--- src/hdl/slsi_pkg.sv ---
// shared types and codes for the sorted list insert/search block
// no dependencies; used by slsi_cell and sorted_list_insert_search
package slsi_pkg;

  localparam int ValW = 32;
  localparam int MaxResults = 16;

  typedef logic [1:0] func_t;
  localparam func_t FuncInsert = 2'd0;
  localparam func_t FuncSearch = 2'd1;
  localparam func_t FuncDump   = 2'd2;

  typedef logic [1:0] status_t;
  localparam status_t StatusOk       = 2'd0;
  localparam status_t StatusFull     = 2'd1;
  localparam status_t StatusNotFound = 2'd2;
  localparam status_t StatusEmpty    = 2'd3;

  typedef struct packed {
    logic insert;
    logic rotate;
  } cell_ctrl_t;

endpackage

--- src/hdl/slsi_cell.sv ---
// one cell of the sorted chain: holds one entry and its occupied flag
// depends on slsi_pkg
module slsi_cell (
  input  logic                        clk_i,
  input  logic                        rst_ni,
  input  slsi_pkg::cell_ctrl_t        ctrl_i,
  input  logic [slsi_pkg::ValW-1:0]   key_i,
  input  logic [slsi_pkg::ValW-1:0]   prev_value_i,
  input  logic                        prev_lt_i,
  input  logic                        prev_occ_i,
  input  logic                        prev_eq_i,
  input  logic [slsi_pkg::ValW-1:0]   next_value_i,
  input  logic                        next_occ_i,
  input  logic [slsi_pkg::ValW-1:0]   head_value_i,
  output logic [slsi_pkg::ValW-1:0]   value_o,
  output logic                        occ_o,
  output logic                        lt_o,
  output logic                        eq_o,
  output logic                        ins_here_o,
  output logic                        first_eq_o
);

  logic [slsi_pkg::ValW-1:0] value_q, value_d;
  logic                      occ_q, occ_d;

  assign lt_o       = occ_q && ($signed(value_q) < $signed(key_i));
  assign eq_o       = occ_q && (value_q == key_i);
  assign ins_here_o = !lt_o && prev_lt_i;
  assign first_eq_o = eq_o && !prev_eq_i;
  assign value_o    = value_q;
  assign occ_o      = occ_q;

  always_comb begin
    value_d = value_q;
    occ_d   = occ_q;
    if (ctrl_i.insert) begin
      occ_d = occ_q | prev_occ_i;
      if (!lt_o) begin
        value_d = prev_lt_i ? key_i : prev_value_i;
      end
    end else if (ctrl_i.rotate && occ_q) begin
      value_d = next_occ_i ? next_value_i : head_value_i;
    end
  end

  always_ff @(posedge clk_i or negedge rst_ni) begin
    if (!rst_ni) begin
      occ_q <= 1'b0;
    end else begin
      occ_q <= occ_d;
    end
  end

  always_ff @(posedge clk_i) begin
    value_q <= value_d;
  end

endmodule

--- src/hdl/sorted_list_insert_search.sv ---
// sorted list insert/search/dump: top level with chain of slsi_cell
// insert and search: accept, then StExec, then the registered result strobe; no new item is taken while busy_o is high
// dump: results stream from the chain head as the occupied cells rotate
// full insert, search and empty dump give one result; func 3 gives none
// asynchronous active-low reset empties the list; the receiver cannot stall results
// depends on slsi_pkg and slsi_cell
module sorted_list_insert_search #(
  parameter int DEPTH = 16
) (
  input  logic        clk_i,
  input  logic        rst_ni,
  input  logic        start_i,
  output logic        busy_o,
  input  logic [1:0]  func_i,
  input  logic signed [31:0] value_i,
  output logic        valid_o,
  output logic [1:0]  status_o,
  output logic [3:0]  position_o,
  output logic signed [31:0] entry_value_o,
  output logic [4:0]  count_o,
  output logic        last_o
);

  localparam int IdxW = $clog2(DEPTH);
  localparam int CntW = $clog2(DEPTH + 1);

  typedef enum logic [1:0] {StIdle, StExec, StDump} state_e;

  state_e                      state_q;
  logic [CntW-1:0]             count_q;
  logic [CntW-1:0]             dump_q;
  slsi_pkg::func_t             func_q;
  logic [slsi_pkg::ValW-1:0]   key_q;

  logic                        valid_q;
  slsi_pkg::status_t           status_q;
  logic [3:0]                  position_q;
  logic [slsi_pkg::ValW-1:0]   entry_q;
  logic [4:0]                  count_out_q;
  logic                        last_q;

  slsi_pkg::cell_ctrl_t        ctrl;
  logic [slsi_pkg::ValW-1:0]   cell_val [DEPTH];
  logic [DEPTH-1:0]            occ, lt, eq, ins_here, first_eq;

  logic [IdxW-1:0]             ins_pos, eq_pos;
  logic                        found;
  logic                        full;
  logic [31:0]                 ins_pos32, eq_pos32, dump32, cnt32, cnt_inc32, n_emit32;

  assign full = (count_q == CntW'(DEPTH));

  for (genvar k = 0; k < DEPTH; k++) begin : g_cell
    logic [slsi_pkg::ValW-1:0] prev_value, next_value;
    logic prev_lt, prev_occ, prev_eq, next_occ;
    if (k == 0) begin : g_head
      assign prev_value = key_q;
      assign prev_lt    = 1'b1;
      assign prev_occ   = 1'b1;
      assign prev_eq    = 1'b0;
    end else begin : g_body
      assign prev_value = cell_val[k-1];
      assign prev_lt    = lt[k-1];
      assign prev_occ   = occ[k-1];
      assign prev_eq    = eq[k-1];
    end
    if (k == DEPTH - 1) begin : g_tail
      assign next_value = '0;
      assign next_occ   = 1'b0;
    end else begin : g_mid
      assign next_value = cell_val[k+1];
      assign next_occ   = occ[k+1];
    end
    slsi_cell u_cell (
      .clk_i       (clk_i),
      .rst_ni      (rst_ni),
      .ctrl_i      (ctrl),
      .key_i       (key_q),
      .prev_value_i(prev_value),
      .prev_lt_i   (prev_lt),
      .prev_occ_i  (prev_occ),
      .prev_eq_i   (prev_eq),
      .next_value_i(next_value),
      .next_occ_i  (next_occ),
      .head_value_i(cell_val[0]),
      .value_o     (cell_val[k]),
      .occ_o       (occ[k]),
      .lt_o        (lt[k]),
      .eq_o        (eq[k]),
      .ins_here_o  (ins_here[k]),
      .first_eq_o  (first_eq[k])
    );
  end

  // one-hot to index encoders
  always_comb begin
    ins_pos = '0;
    eq_pos  = '0;
    for (int k = 0; k < DEPTH; k++) begin
      if (ins_here[k]) ins_pos = ins_pos | IdxW'(k);
      if (first_eq[k]) eq_pos  = eq_pos | IdxW'(k);
    end
  end

  assign found     = |first_eq;
  assign ins_pos32 = 32'(ins_pos);
  assign eq_pos32  = 32'(eq_pos);
  assign dump32    = 32'(dump_q);
  assign cnt32     = 32'(count_q);
  assign cnt_inc32 = cnt32 + 32'd1;
  assign n_emit32  = (cnt32 > 32'(slsi_pkg::MaxResults)) ? 32'(slsi_pkg::MaxResults) : cnt32;

  always_comb begin
    ctrl = '0;
    if (state_q == StExec && func_q == slsi_pkg::FuncInsert && !full) ctrl.insert = 1'b1;
    if (state_q == StDump) ctrl.rotate = 1'b1;
  end

  assign busy_o = (state_q != StIdle);

  always_ff @(posedge clk_i or negedge rst_ni) begin
    if (!rst_ni) begin
      state_q <= StIdle;
      count_q <= '0;
      dump_q  <= '0;
      valid_q <= 1'b0;
    end else begin
      valid_q <= 1'b0;
      unique case (state_q)
        StIdle: begin
          if (start_i) begin
            state_q <= StExec;
          end
        end
        StExec: begin
          state_q <= StIdle;
          dump_q  <= '0;
          unique case (func_q)
            slsi_pkg::FuncInsert: begin
              valid_q <= 1'b1;
              if (!full) count_q <= count_q + CntW'(1);
            end
            slsi_pkg::FuncSearch: valid_q <= 1'b1;
            slsi_pkg::FuncDump: begin
              if (count_q == '0) begin
                valid_q <= 1'b1;
              end else begin
                state_q <= StDump;
              end
            end
            default: ;
          endcase
        end
        StDump: begin
          valid_q <= (dump32 < 32'(slsi_pkg::MaxResults));
          if (dump_q == count_q - CntW'(1)) begin
            state_q <= StIdle;
          end else begin
            dump_q <= dump_q + CntW'(1);
          end
        end
        default: state_q <= StIdle;
      endcase
    end
  end

  always_ff @(posedge clk_i) begin
    if (state_q == StIdle && start_i) begin
      func_q <= func_i;
      key_q  <= value_i;
    end
    count_out_q <= cnt32[4:0];
    last_q      <= 1'b1;
    entry_q     <= key_q;
    position_q  <= '0;
    status_q    <= slsi_pkg::StatusOk;
    unique case (state_q)
      StExec: begin
        unique case (func_q)
          slsi_pkg::FuncInsert: begin
            if (full) begin
              status_q <= slsi_pkg::StatusFull;
            end else begin
              position_q  <= ins_pos32[3:0];
              count_out_q <= cnt_inc32[4:0];
            end
          end
          slsi_pkg::FuncSearch: begin
            if (count_q == '0) begin
              status_q <= slsi_pkg::StatusEmpty;
            end else if (found) begin
              position_q <= eq_pos32[3:0];
            end else begin
              status_q <= slsi_pkg::StatusNotFound;
            end
          end
          slsi_pkg::FuncDump: begin
            status_q <= slsi_pkg::StatusEmpty;
            entry_q  <= '0;
          end
          default: ;
        endcase
      end
      StDump: begin
        entry_q    <= cell_val[0];
        position_q <= dump32[3:0];
        last_q     <= (dump32 + 32'd1 == n_emit32);
      end
      default: ;
    endcase
  end

  assign valid_o       = valid_q;
  assign status_o      = status_q;
  assign position_o    = position_q;
  assign entry_value_o = entry_q;
  assign count_o       = count_out_q;
  assign last_o        = last_q;

  a_occ_matches_count: assert property (@(posedge clk_i) disable iff (!rst_ni)
    $countones(occ) == 32'(count_q))
    else $error("occupied cells disagree with count");

  a_count_bound: assert property (@(posedge clk_i) disable iff (!rst_ni)
    count_q <= CntW'(DEPTH))
    else $error("count above depth");

  a_insert_grows: assert property (@(posedge clk_i) disable iff (!rst_ni)
    (state_q == StExec && func_q == slsi_pkg::FuncInsert && !full)
      |=> count_q == $past(count_q) + CntW'(1))
    else $error("insert did not grow the list");

  a_last_frees: assert property (@(posedge clk_i) disable iff (!rst_ni)
    (valid_o && last_o) |-> !busy_o)
    else $error("final result while still busy");

  a_dump_keeps_count: assert property (@(posedge clk_i) disable iff (!rst_ni)
    (state_q == StDump) |=> $stable(count_q))
    else $error("dump changed the count");

endmodule
--- config.mk ---
export PLATFORM = sky130hd
export DESIGN_NAME = sorted_list_insert_search
export DESIGN_NICKNAME = d
export VERILOG_FILES = /design/src/hdl/slsi_pkg.sv /design/src/hdl/slsi_cell.sv /design/src/hdl/sorted_list_insert_search.sv
export SDC_FILE = /design/constraint.sdc
export NUM_CORES = 2
export LEC_CHECK = 0
export BUFFER_PORTS_ARGS = -buffer_cell sky130_fd_sc_hd__buf_2
export CORE_MARGIN = 8
export CORE_UTILIZATION = 35
export DETAILED_ROUTE_END_ITERATION = 12
export HOLD_SLACK_MARGIN = 0.06
export MAX_ROUTING_LAYER = met4
export PLACE_DENSITY_LB_ADDON = 0.1
export SYNTH_ARGS = -nofsm -noshare
export SYNTH_HDL_FRONTEND = slang
export SYNTH_SLANG_ARGS = --single-unit
--- constraint.sdc ---
create_clock -name clk_i -period 8.64 [get_ports clk_i]
set_input_delay 0.864 -clock clk_i [delete_from_list [all_inputs] [get_ports clk_i]]
set_output_delay 0.864 -clock clk_i [all_outputs]
set_load 0.03 [all_outputs]
# == Word level (Yosys, flattened, before mapping) ==
# Index checks and enable logic that the tools add are counted.
# W data, S select, Z words.
# word_totals
mem_count,0
latchBits,0
romBits,0
word_cells,414
reg_bits,619
ram_bits,0
# op_classes
add_sub_neg,5
mul,0
n_bitwise,16
shift,0
div_mod_pow,0
n_mux,135
eq_ne,42
n_reduce_logical,155
order_cmp,18
# ops
operator,count
$mux W32,79
$eq A32 B32 Y1,16
$lt A32 B32 Y1,16
$logic_and A1 B1 Y1,81
$mux W4,19
$pmux W32 S2,1
$reduce_bool A2 Y1,19
$ne A2 B2 Y1 const B,18
$reduce_and A2 Y1,17
$logic_not A1 Y1,31
$mux W5,5
$mux W3,8
$mux W2,10
$pmux W4 S2,2
$reduce_or A16 Y1,1
$add A5 B1 Y5 const B,3
$or A1 B1 Y1,15
$pmux W2 S3,2
$pmux W5 S2,1
$add A5 B1 Y6 const B,1
$eq A6 B5 Y1,1
$mux W1,6
$reduce_and A3 Y1,2
$eq A5 B5 Y1,1
other kinds (12),16

# == Depth between registers and ports, before layout ==
# logic_depth
depth_word,23
mapped_depth,15
depth_no_buf,12

# == By module ==
# A second synthesis with hierarchy kept.
# hier_totals
cells_unflattened,5072
hier_area_um2,49264.7
# modules_own_cells
module,seq_area_each_um2,n_inst,cells_each,area_each_um2
slsi_cell,985.9,16,299,2854.0
sorted_list_insert_search,2227.1,1,288,3601.0

# == Worst setup path before layout ==
# Ideal clock, no wire load.
# synth_timing
kind,register -> register
start,"register key_q, in the netlist g_cell[0].prev_value[14]"
end,"register g_cell[7].u_cell.value_q, in the netlist g_cell[7].u_cell.value_o[0] (enable)"
n_path_buf,1
period_less_slack_ns,5.574
path_stages_with_launch,11
setup_slack_ns,3.066
t_arrival_ns,5.108
path_cell_list,edfxtp_1 inv_1 ha_1 a21oi_1 nand2_1 a221o_1 a211o_1 a2111oi_2 mux2i_1 buf_2 o21ai_0
# synth_between
elab_chain_len,4
# synth_rtl
element,line,text
"start, declared",sorted_list_insert_search.sv:33,logic [slsi_pkg::ValW-1:0] key_q;
"start signal, assigned",sorted_list_insert_search.sv:170,key_q <= value_i;
$lt A32 B32 Y1,slsi_cell.sv:26,assign lt_o = occ_q && ($signed(value_q) < $signed(key_i));
$logic_and A1 B1 Y1,slsi_cell.sv:26,
$ne A2 B2 Y1 (no source line),n/a,
$reduce_and A2 Y1 (no source line),n/a,
"end signal, assigned",slsi_cell.sv:55,value_q <= value_d;
"end, declared",slsi_cell.sv:23,"logic [slsi_pkg::ValW-1:0] value_q, value_d;"
# Every way passes these cells.
# A chain may end at the register's enable or synchronous reset.

# == Final worst setup path ==
# layout_timing
start,"register key_q, in the netlist g_cell[0].prev_value[15]"
end,"register g_cell[13].u_cell.value_q, in the netlist g_cell[13].u_cell.value_o[30] (enable)"
# layout_between
elab_chain_len,4
# layout_rtl
element,line
$lt A32 B32 Y1,slsi_cell.sv:26
$logic_and A1 B1 Y1,slsi_cell.sv:26
$ne A2 B2 Y1 (no source line),n/a
$reduce_and A2 Y1 (no source line),n/a
"end signal, assigned",slsi_cell.sv:55
"end, declared",slsi_cell.sv:23
# Every way passes these cells.

==> impl_results.md <==
- Die X-Extent: 377 um
- Synthesized area per cell: 9.73 um^2
- Floorplan Core Area: 129000 um^2
- Clock Root Buffer: sky130_fd_sc_hd__clkbuf_16
- Worst hold-check path type: input port to register
- Final hold viol count: 0
- Measured slew at the worst slew-check pin: 1.39 ns
- Clock tree from TritonCTS: built
- RSZ-0062 raised after global routing: false
- Top-level I/O count: 83
- Number of cells in the finished layout apart from fillers: 6424
- Area of the die: 142000 um^2
- Final net count: 5166
- Total of flip-flops plus latches after synthesis: 619
- R2R setup slack: 2.04 ns
- Average via count per standard cell: 6.24
- Mapped Area: 45600 um^2
- IR drop worst, VDD: 0.221 mV
- CTS sink count: 619
- Pwr/cell area: 352 nW/um^2
- Die Ht: 377 um
- Number of design rule violations left after detail routing: 0
- Largest net degree at the start of global routing: 164
- TritonCTS buffer count: 80
- Final Wtd Congestion: 0.999
- Row count: 132
- Tightest slew margin relative to the limit: 0.0502
- Post-CTS resize count: 0
- Post-Synthesis Net Count: 5239
- Hold path endpoint: func_q[0]
- Utilization after layout: 0.393
- Most used standard cell by instance count after synthesis: sky130_fd_sc_hd__a21oi_1
- Number of cells on the worst hold path: 1
- 1st-pass router iterations: 8
- Average routed wire per standard cell: 33.9 um
- Worst min-delay path startpoint: func_i[0]
- Top fanout value on the critical path: 21
- Vias in the first global route: 37945
- Overflow after GRT: 0
- Maximum root-to-sink buffer count: 3
- Classification of the worst setup path: register to register
- EDFF count, synth: 546
- Post-placement setup slack: 2.39 ns
- Hold buffer count at cts: 0
- Post-detailed-placement half-perimeter wirelength: 151000 um
- Result of the run: finished clean
- Count of buffers added by post-CTS timing repair for setup: 0
- Crit path setup slack, layout: 2.04 ns
- Via count: 40054
- R2R Path End: g_cell[13].u_cell.value_o[30]
- First-pass GRT wire length: 303000 um
- Clock insertion delay at the later pin of the skew report: 0.71 ns
- Number of distinct standard cells referenced by the synthesized netlist: 71
- Cell types occupying the most area after synthesis: sky130_fd_sc_hd__edfxtp_1, sky130_fd_sc_hd__ha_1, sky130_fd_sc_hd__o211a_1
- Post-layout minimum cycle time: 6.60 ns
- Worst reg-to-reg path cell count: 11
- Clock-pin slew on the worst setup and hold paths: 0.06 ns
- Fraction of layout instances using a drive strength above 1: 0.0845
- Number of slew-limit violations in the final report: 0
- Synthesized instance count: 4684
- Total number of yosys warnings: 0
- Max cap viols: 0
- CP Launch Type: register
- Overall power of the completed layout: 17.9 mW
- Worst clock skew: 0.0558 ns
- Setup tns final: 0 ns
- Crit path required time: 8.94 ns
- Data arrival, critical path: 6.90 ns
- Global-route usage over all layers: 0.304
- Achievable Freq: 152 MHz
- # fillers: 12832
- Portion of the clock cycle consumed by the worst path in the final layout: 0.764
- Portion of the post-synthesis area used by sequential elements: 0.395
- Post-synth ARST share: 0.0468
- Critical R2R Launch: g_cell[0].prev_value[15]
- CTS H-tree depth: 3
- Routed wire length: 217000 um
- Library cell occupying the most area in the post-synthesis netlist: sky130_fd_sc_hd__edfxtp_1
- Synth-to-Final Area Change: 11.4%
- Placed cells: 6271
- Setup-failing EPs final: 0
- Most used flip-flop cell after synthesis: sky130_fd_sc_hd__edfxtp_1
- First-iteration detailed-routing DRC count: 5051
- Remaining antenna violation count: 0
- Antenna violations before repair: 11
- Top-area cell type share of the netlist area: 0.360
- Leakage: 21.6 nW
- Leading post-synthesis cells by instance count: sky130_fd_sc_hd__a21oi_1, sky130_fd_sc_hd__nand2_1, sky130_fd_sc_hd__edfxtp_1
- I/O Buffers: 82
- Starting Density: 0.352
- Crit end category: register
[cells in the final DEF, fill, tap and decap left out, drive strengths merged, types with 6 or more instances in the layout]
cell	count
a2111oi	9
a211o	6
a211oi	15
a21boi	9
a21o	72
a21oi	796
a221o	13
a221oi	11
a22o	34
and2	10
and3	7
and4	31
buf	212
clkbuf	111
clkinv	31
dfrtp	29
dfxtp	44
edfxtp	546
ha	518
inv	108
mux2i	309
nand2	612
nand2b	27
nand3	78
nand4	95
nor2	200
nor2b	21
nor3	15
nor4	18
o211a	416
o211ai	13
o21ai	144
o22ai	35
o31ai	7
xnor2	10
[report_power, final]
part / leakage, nW / total [mW] / switching (mW) / internal (mW)
Combinational: 14.6 / 8.96 / 5.92 / 3.04
Clock: 1.30 / 3.46 / 1.50 / 1.96
Sequential: 5.71 / 5.45 / 0.938 / 4.51
Total: 21.6 / 17.9 / 8.36 / 9.52
[state kept, by name, summed over array words and instances (netlist names)]
signal	count
g_cell.u_cell.value_o	512
entry_value_o	32
g_cell.prev_value	32
g_cell.u_cell.occ_o	16
count_o	5
count_q	5
dump_q	5
position_o	4
func_q	2
state_q	2
status_o	2
last_o	1
valid_o	1
[how the worst max path moves through the flow]
stage,start,to,slack [ns],depth (start not counted)
after floorplan,g_cell[0].prev_value[14],g_cell[7].u_cell.value_o[0],3.07,10
after global placement,g_cell[0].prev_value[30],position_o[1],2.03,12
after detailed placement,g_cell[0].prev_value[15],g_cell[14].u_cell.value_o[26],2.39,13
after CTS,g_cell[0].prev_value[15],g_cell[13].u_cell.value_o[28],2.33,11
after global routing,g_cell[0].prev_value[15],g_cell[14].u_cell.value_o[15],2.04,13
final,g_cell[0].prev_value[15],g_cell[13].u_cell.value_o[30],2.04,11
[logic make-up after synthesis]
kind of cell               Yosys count  synth area share
muxes                              310            0.0686
AOI/OAI and AO/OA                 1614             0.240
and+or+nand+nor                   1135             0.112
xor gates and xnor gates            15           0.00288
DFF                                619             0.395
buffers and inverters              473            0.0400
adders and majority gates          518             0.142
[layer usage]
| metal | vias up | track usage | wire length, um |
|---|---|---|---|
| met5 | - | - | 0 |
| met4 | 0 | 0.130 | 10900 |
| met3 | 400 | 0.0512 | 17200 |
| met2 | 1962 | 0.450 | 94900 |
| met1 | 19991 | 0.408 | 94500 |
| li1 | 17701 | - | - |
[per-stage QoR]
stage / hold WS (ns) / area (um^2)
floorplan: 0.475 / 45600
global placement: 0.493 / 48100
detailed placement: 0.494 / 48100
CTS: 0.294 / 50800
global route: 0.314 / 50800
finish: 0.337 / 50800
[worst max-delay path, cell delays in order (launching register included)]
cell                       delay, ns
sky130_fd_sc_hd__edfxtp_1       0.71
sky130_fd_sc_hd__inv_1          0.21
sky130_fd_sc_hd__buf_4          0.28
sky130_fd_sc_hd__ha_1           0.37
sky130_fd_sc_hd__nand4_1        0.25
sky130_fd_sc_hd__nor4_1         1.12
sky130_fd_sc_hd__a21boi_0       0.88
sky130_fd_sc_hd__or4_1          0.47
sky130_fd_sc_hd__a21oi_1        0.14
sky130_fd_sc_hd__mux2i_1        0.40
sky130_fd_sc_hd__o21ai_4        0.71
sky130_fd_sc_hd__buf_4          0.59
[area by class of cell]
| cell class | count | area [um^2] | area share |
|---|---|---|---|
| multi-input combinational | 3592 | 26100 | 0.514 |
| sequential | 619 | 18000 | 0.355 |
| clock buffer | 111 | 2290 | 0.0452 |
| tap | 1742 | 2180 | 0.0429 |
| timing repair buffer | 212 | 1430 | 0.0282 |
| inverter | 106 | 399 | 0.00786 |
| clock inverter | 37 | 343 | 0.00675 |
| antenna | 5 | 12.5 | 0.000246 |
Power figures use the tool's default switching activity.
